## src/rtl/core/att_pkg.sv

```systemverilog
// ----------------------------------------------------------------------------
// att_pkg
// Shared types, constants and the arctangent table of the tilt-to-pixel block.
// ----------------------------------------------------------------------------
package att_pkg;

  localparam int DEF_DISPLAY_WIDTH       = 128;
  localparam int DEF_DISPLAY_HEIGHT      = 32;
  localparam int DEF_ANGLE_FRACTION_BITS = 8;

  localparam int ACC_FRAC     = 24;
  localparam int CORDIC_STEPS = 24;
  localparam int OPERAND_SH   = 20;
  localparam int CX_W         = 40;
  localparam int Z_W          = 34;
  localparam int STEP_W       = 5;
  localparam int CFG_W        = 8;

  localparam logic [CFG_W-1:0] FS_RESET = 8'd45;

  localparam logic signed [Z_W-1:0] Z_DEG90 = 34'sd1509949440;

  typedef enum logic [2:0] {
    ST_IDLE,
    ST_CORD,
    ST_DIFF,
    ST_SCALE,
    ST_DIVGO,
    ST_DIV,
    ST_DONE
  } att_state_t;

  function automatic logic signed [Z_W-1:0] atan_deg(input logic [STEP_W-1:0] i);
    logic signed [Z_W-1:0] v;
    case (i)
      5'd0:    v = 34'sd754974720;
      5'd1:    v = 34'sd445687602;
      5'd2:    v = 34'sd235489088;
      5'd3:    v = 34'sd119537938;
      5'd4:    v = 34'sd60000934;
      5'd5:    v = 34'sd30029717;
      5'd6:    v = 34'sd15018523;
      5'd7:    v = 34'sd7509720;
      5'd8:    v = 34'sd3754917;
      5'd9:    v = 34'sd1877466;
      5'd10:   v = 34'sd938734;
      5'd11:   v = 34'sd469367;
      5'd12:   v = 34'sd234684;
      5'd13:   v = 34'sd117342;
      5'd14:   v = 34'sd58671;
      5'd15:   v = 34'sd29335;
      5'd16:   v = 34'sd14668;
      5'd17:   v = 34'sd7334;
      5'd18:   v = 34'sd3667;
      5'd19:   v = 34'sd1833;
      5'd20:   v = 34'sd917;
      5'd21:   v = 34'sd458;
      5'd22:   v = 34'sd229;
      5'd23:   v = 34'sd115;
      default: v = '0;
    endcase
    return v;
  endfunction

endpackage

```

## src/rtl/core/att_pixdiv.sv

```systemverilog
// ----------------------------------------------------------------------------
// att_pixdiv
// Display coordinate: (SPAN-2)*num / den, restoring division one bit a cycle.
// ----------------------------------------------------------------------------
module att_pixdiv
  import att_pkg::*;
#(
  parameter int SPAN = DEF_DISPLAY_WIDTH,
  parameter int F    = DEF_ANGLE_FRACTION_BITS
) (
  input  logic                          clk,
  input  logic                          rst_n,
  input  logic                          start,
  input  logic [F+9:0]                  num,
  input  logic [F+8:0]                  den,
  output logic                          done,
  output logic [$clog2(SPAN-1)-1:0]     quo
);

  localparam int QW = $clog2(SPAN - 1);
  localparam int KW = $clog2(QW + 1);
  localparam int NW = F + 18;

  logic [NW-1:0] rem_r, rem_nxt;
  logic [F+8:0]  dv_r, dv_nxt;
  logic [KW-1:0] k_r, k_nxt;
  logic [QW-1:0] q_r, q_nxt;
  logic [KW-1:0] kidx;
  logic [NW-1:0] shd;

  always_comb begin
    kidx    = k_r - KW'(1);
    shd     = NW'(dv_r) << kidx;
    rem_nxt = rem_r;
    dv_nxt  = dv_r;
    k_nxt   = k_r;
    q_nxt   = q_r;
    if (start) begin
      rem_nxt = NW'(num) * NW'(SPAN - 2);
      dv_nxt  = den;
      k_nxt   = KW'(QW);
      q_nxt   = '0;
    end else if (k_r != '0) begin
      if (rem_r >= shd) begin
        rem_nxt = rem_r - shd;
        q_nxt   = q_r | (QW'(1) << kidx);
      end
      k_nxt = kidx;
    end
  end

  always_ff @(posedge clk) begin
    if (!rst_n) begin
      k_r <= '0;
    end else begin
      k_r <= k_nxt;
    end
    rem_r <= rem_nxt;
    dv_r  <= dv_nxt;
    q_r   <= q_nxt;
  end

  assign done = (k_r == '0);
  assign quo  = q_r;

endmodule
```

## config.mk

```make
export PLATFORM = sky130hd
export DESIGN_NAME = att_pixdiv
export DESIGN_NICKNAME = d
export VERILOG_FILES = /design/src/rtl/core/att_pkg.sv /design/src/rtl/core/att_pixdiv.sv
export SDC_FILE = /design/constraint.sdc
export NUM_CORES = 1
export LEC_CHECK = 0
export ABC_AREA = 1
export BUFFER_PORTS_ARGS = -buffer_cell sky130_fd_sc_hd__clkbuf_2
export CORE_MARGIN = 3
export CORE_UTILIZATION = 55
export DETAILED_ROUTE_END_ITERATION = 10
export HOLD_SLACK_MARGIN = 0.05
export PLACE_DENSITY = 0.73
export SYNTH_ARGS = -nofsm -noshare
export SYNTH_HDL_FRONTEND = slang
export SYNTH_SLANG_ARGS = --single-unit
```

## constraint.sdc

```tcl
create_clock -name clk -period 4.95 [get_ports clk]
set_input_delay 0.7425 -clock clk [delete_from_list [all_inputs] [get_ports clk]]
set_output_delay 0.7425 -clock clk [all_outputs]
set_load 0.01 [all_outputs]
```

### Yosys cells after proc, flatten, opt, wreduce, memory -nomap -nowiden

Cells that the tools add are included.

| storage, ports and cells | value |
|---|---|
| register bits after elaboration | 53 |
| input port bits | 38 |
| logic and storage cells | 23 |

| operators by class | value |
|---|---|
| add/sub/neg operators | 2 |
| multiply operators | 1 |
| order comparisons | 1 |
| shift-type cells | 2 |
| multiplexer cells | 5 |
| bitwise logic cells | 1 |
| reduce and logical (&&, ||, !) cells | 6 |

Operators by type and width:

| cell | count |
|---|---|
| 25-bit 2-to-1 mux | 3 |
| 26-bit >= comparator | 1 |
| 17-bit by 3-bit left shift with 26-bit output | 1 |
| 26-bit subtractor | 1 |
| 18-bit by 6-bit multiplier with 24-bit output, second input constant | 1 |
| 7-bit OR | 1 |
| 1-bit by 3-bit left shift with 7-bit output, first input constant | 1 |
| 3-bit 2-to-1 mux | 2 |
| 2-bit AND reduction | 2 |
| 2-bit nonzero test | 2 |
| 3-bit zero test | 1 |
| 3-bit nonzero test | 1 |
| 3-bit by 1-bit subtractor with 3-bit output, second input constant | 1 |

### Logic depth before layout (Yosys ltp)

| logic depth | value |
|---|---|
| word-level depth | 6 |
| depth in mapped cells | 24 |

### Least setup slack after synthesis

Ideal clock, no wire load.

| timing path | value |
|---|---|
| path type | input port to flip-flop |
| from | input num[3] |
| to | register rem_r[18], data pin |
| arrival | 3.684 ns |
| data required time | 4.691 ns |
| path slack | 1.007 ns |
| cell stages on the path | 16 |
| buffers on the path | 0 |
| cell sequence | inv_1 -> fa_1 -> inv_1 -> fa_1 -> inv_1 -> fa_1 -> inv_1 -> ha_1 -> nand3_1 -> nand2_1 -> nand3_1 -> nand2_1 -> nand3_1 -> a21oi_1 -> nor2_1 -> o21bai_2 |

| between the ends | value |
|---|---|
| longest elaborated chain between the ends | 2 |

RTL lines:

| what | line | RTL |
|---|---|---|
| start, declared | att_pixdiv.sv:14 | `input logic [F+9:0] num,` |
| 18-bit by 6-bit multiplier with 24-bit output | att_pixdiv.sv:39 | `rem_nxt = NW'(num) * NW'(SPAN - 2);` |
| 25-bit 2-to-1 mux | att_pixdiv.sv:38 | `if (start) begin` |
| named net rem_nxt[18] | att_pixdiv.sv:24 | `logic [NW-1:0] rem_r, rem_nxt;` |
| end signal, assigned | att_pixdiv.sv:58 | `rem_r <= rem_nxt;` |
| end, declared | att_pixdiv.sv:24 |  |

The timed path passes the listed nets, and every way through them passes these cells.
A chain may end at the register's enable or synchronous reset.

### Worst setup path in the final report

| timing path | value |
|---|---|
| from | input num[3] |
| to | register rem_r[21], data pin |

The elaborated chain is that of the path after synthesis.

==> flow_summary.json <==
{
  "status": "complete, no violations",
  "antenna_found_initial": 0,
  "start_util_pct": 56.8,
  "synth_simple_gate_area_share_pct": 25.0,
  "final_layout_size_suffix_gt1_share_pct": 9.97,
  "final_cell_mix": "nand2_1, inv_1, nor2_1",
  "fin_util_pct": 61.6,
  "post_cts_buffers": 0,
  "hold_class": "reg2reg",
  "detail-route-antenna-nets": 0,
  "max-cap-violations": 0,
  "grt_pass1_vias": 5760,
  "cp-end-kind": "flop",
  "cp_data_arrival_time_ps": 4270,
  "slew_viol_final": 0,
  "hold_viol_final": 0,
  "synth_fp_nets": 1111,
  "cts-root-buf": "clkbuf_16",
  "slew_headroom_pct": 39.9,
  "p_switching_mw": 2.62,
  "drc": 0,
  "grt_max_degree": 36,
  "combPwrFrac_pct": 75.8,
  "postLayoutSetupSlackWorst_ps": 718,
  "setup_viol": 0,
  "synth_compound_area_share_pct": 13.9,
  "crit_start": "num[3]",
  "synthAdderAreaFrac_pct": 25.7,
  "synth_cell_types": 42,
  "dpl_cell_area_um2": 7310,
  "cp_cell_sequence": "clkbuf_2 -> inv_1 -> fa_1 -> inv_1 -> fa_1 -> inv_1 -> fa_1 -> inv_1 -> ha_1 -> nand2_1 -> nand3_1 -> nand2_1 -> nand2_1 -> nand2_1 -> nand2_1 -> nand2_1 -> nand3_1 -> nand3_1 -> o21ai_2",
  "routedWlPerCell_um": 14.2,
  "syn_area_um2": 6910,
  "dp_slack_ps": 450,
  "final.setup.tns_ps": 0,
  "drt_pre_antenna_iters": 5,
  "grt_setup_unrepaired": "no",
  "grt_use_total_pct": 24.4,
  "tightest_slew_ps": 901,
  "rows": 40,
  "seq_area_um2": 1470,
  "clk_pin_slew_ps": 70,
  "ir_worst_vdd_mv": 0.281,
  "clock_latency_ps": 300,
  "antenna_cells": 0,
  "internal_power_mw": 2.22,
  "htreeDepth": 2,
  "die_h_um": 118,
  "multi_input_area_um2": 4700,
  "p_clk_share_pct": 8.6,
  "async_flop_share_pct": 0,
  "dieWidth_um": 118,
  "ys.flop_type": "edfxtp_1",
  "synth_edf_count": 41,
  "via_per_inst": 5.30,
  "final_common_cell": "nand2_1",
  "die-area_um2": 13900,
  "critPathSlowestCell": "fa_1",
  "synth_xor_area_share_pct": 2.92,
  "fmax_mhz": 236,
  "yosysWarnings": 0,
  "cts-buffers-inserted": 5,
  "crit_required_ps": 4990,
  "hpwl_um": 13900,
  "timing.hold.ws_ps": 464,
  "clk_path_buf_depth": 2,
  "max_stage_delay_ps": 600,
  "synth_top_family_by_area": "adder cells",
  "portBuffers": 45,
  "synthMuxAreaShare_pct": 0.435,
  "skew_ps": 7.39,
  "core_area_um2": 12200,
  "drt_first_iter_violations": 528,
  "ys_ff_latch": 53,
  "cts.repair.resized": 0,
  "critical_path_class": "in2reg",
  "yosysSeqAreaShare_pct": 21.3,
  "grt_overflow_total": 0,
  "cts-hold-fix-buffers": 0,
  "fin_area_um2": 7490,
  "fin_crit_sh_pct": 85.5,
  "swShare_pct": 54.1,
  "clkSinkCount": 53,
  "netlist_instances": 961,
  "io-pin-count": 46,
  "layout.nets": 1152,
  "syn_avg_cell_area_um2": 7.19,
  "powerDensity_nw_per_um2": 647,
  "path_common_cell": "nand2_1",
  "critPathMaxFanout": 6,
  "start_kind": "primary input",
  "grt_pass1_wl_um": 27800,
  "seq_power_share_pct": 15.7,
  "tritoncts": "built",
  "gp_congestion": 0.963,
  "syn_to_final_growth_pct": 8.35,
  "leakagePower_nw": 3.83,
  "min_from": "quo[5]",
  "period_needed_ps": 4230,
  "r2r_start": "k_r[0]",
  "n_fill_cell": 1204,
  "vias": 6210,
  "wl_um": 16600
}
-- power groups by stage --
| stage | registers [mW] | logic (mW) | clock network (mW) |
|---|---|---|---|
| 2_1_floorplan | 0.743 | 2.83 | 0 |
| 3_3_place_gp | 0.768 | 3.57 | 0 |
| 3_5_place_dp | 0.766 | 3.61 | 0 |
| 4_1_cts | 0.759 | 3.63 | 0.423 |
| 5_1_grt | 0.770 | 4.16 | 0.443 |
| 6_report | 0.758 | 3.67 | 0.415 |
-- cells in the mapped netlist (2+ instances only) --
cell type / count / area [um2]
a21oi_1: 62 / 310
and2_1: 2 / 12.5
buf_1: 2 / 7.51
buf_6: 3 / 33.8
clkbuf_1: 12 / 45.0
dfxtp_1: 12 / 240
edfxtp_1: 41 / 1230
fa_1: 50 / 1000
ha_1: 62 / 776
inv_1: 169 / 634
inv_2: 3 / 11.3
mux2i_1: 3 / 30.0
nand2_1: 273 / 1020
nand3_1: 44 / 220
nand4_1: 18 / 113
nor2_1: 63 / 236
nor2_2: 3 / 18.8
nor3_1: 6 / 30.0
nor4_1: 2 / 12.5
o21ai_0: 53 / 265
o21ai_2: 28 / 245
o21bai_1: 8 / 60.1
o21bai_2: 2 / 22.5
xnor2_1: 15 / 131
xor2_1: 8 / 70.1
-- registers in the layout (all words and copies together) (netlist names) --
signal  flops
rem_r      26
dv_r       17
k_r         3
quo         7
-- worst paths after layout --
check / cells past startpoint / to / slack, ps
setup reg to reg: 17 / rem_r[11] / 750
setup / recovery: 19 / rem_r[21] / 720
hold reg to reg: 2 / quo[5] / 460
hold / removal: 2 / quo[5] / 460
-- metal layers --
metal,GRT usage (%),wire [um],up-vias
li1,-,-,3171
met1,37.4,8110,2814
met2,36.2,7080,205
met3,4.23,1150,20
met4,4.62,270,0
met5,1.47,0,-
-- through the flow --
step / std cells / power, mW
6_report: 1171 / 4.84
5_1_grt: 1171 / 5.38
4_1_cts: 1171 / 4.82
3_5_place_dp: 1163 / 4.37
3_3_place_gp: 1163 / 4.34
2_1_floorplan: 961 / 3.58
-- logic make-up (layout without fill, tap and decap cells) --
| kind of cell | count (synthesis) | count (layout) |
|---|---|---|
| multiplexers | 3 | 3 |
| AO/OA/AOI/OAI | 161 | 161 |
| AND/OR/NAND/NOR | 418 | 418 |
| adder cells (fa/ha/maj) | 112 | 112 |
| flip-flops | 53 | 53 |
| buffers and inverters | 191 | 233 |
| XOR/XNOR | 23 | 23 |
-- worst max-delay path, delay by kind of cell --
family	cells	cell delay (ps)
adders and majority gates	4	2010
and+or+nand+nor	9	1090
buffers and inverters	5	370
AOI/OAI and AO/OA	1	60
-- layout make-up --
cell class / count / share of cell area, %
multi-input cells: 717 / 62.7
flip-flops and latches: 53 / 19.7
inverters: 173 / 8.67
repair buffers: 52 / 3.71
well taps: 168 / 2.81
clock buffers: 7 / 2.34
clock inverters: 1 / 0.0669
(Power assumes the default switching activity.)
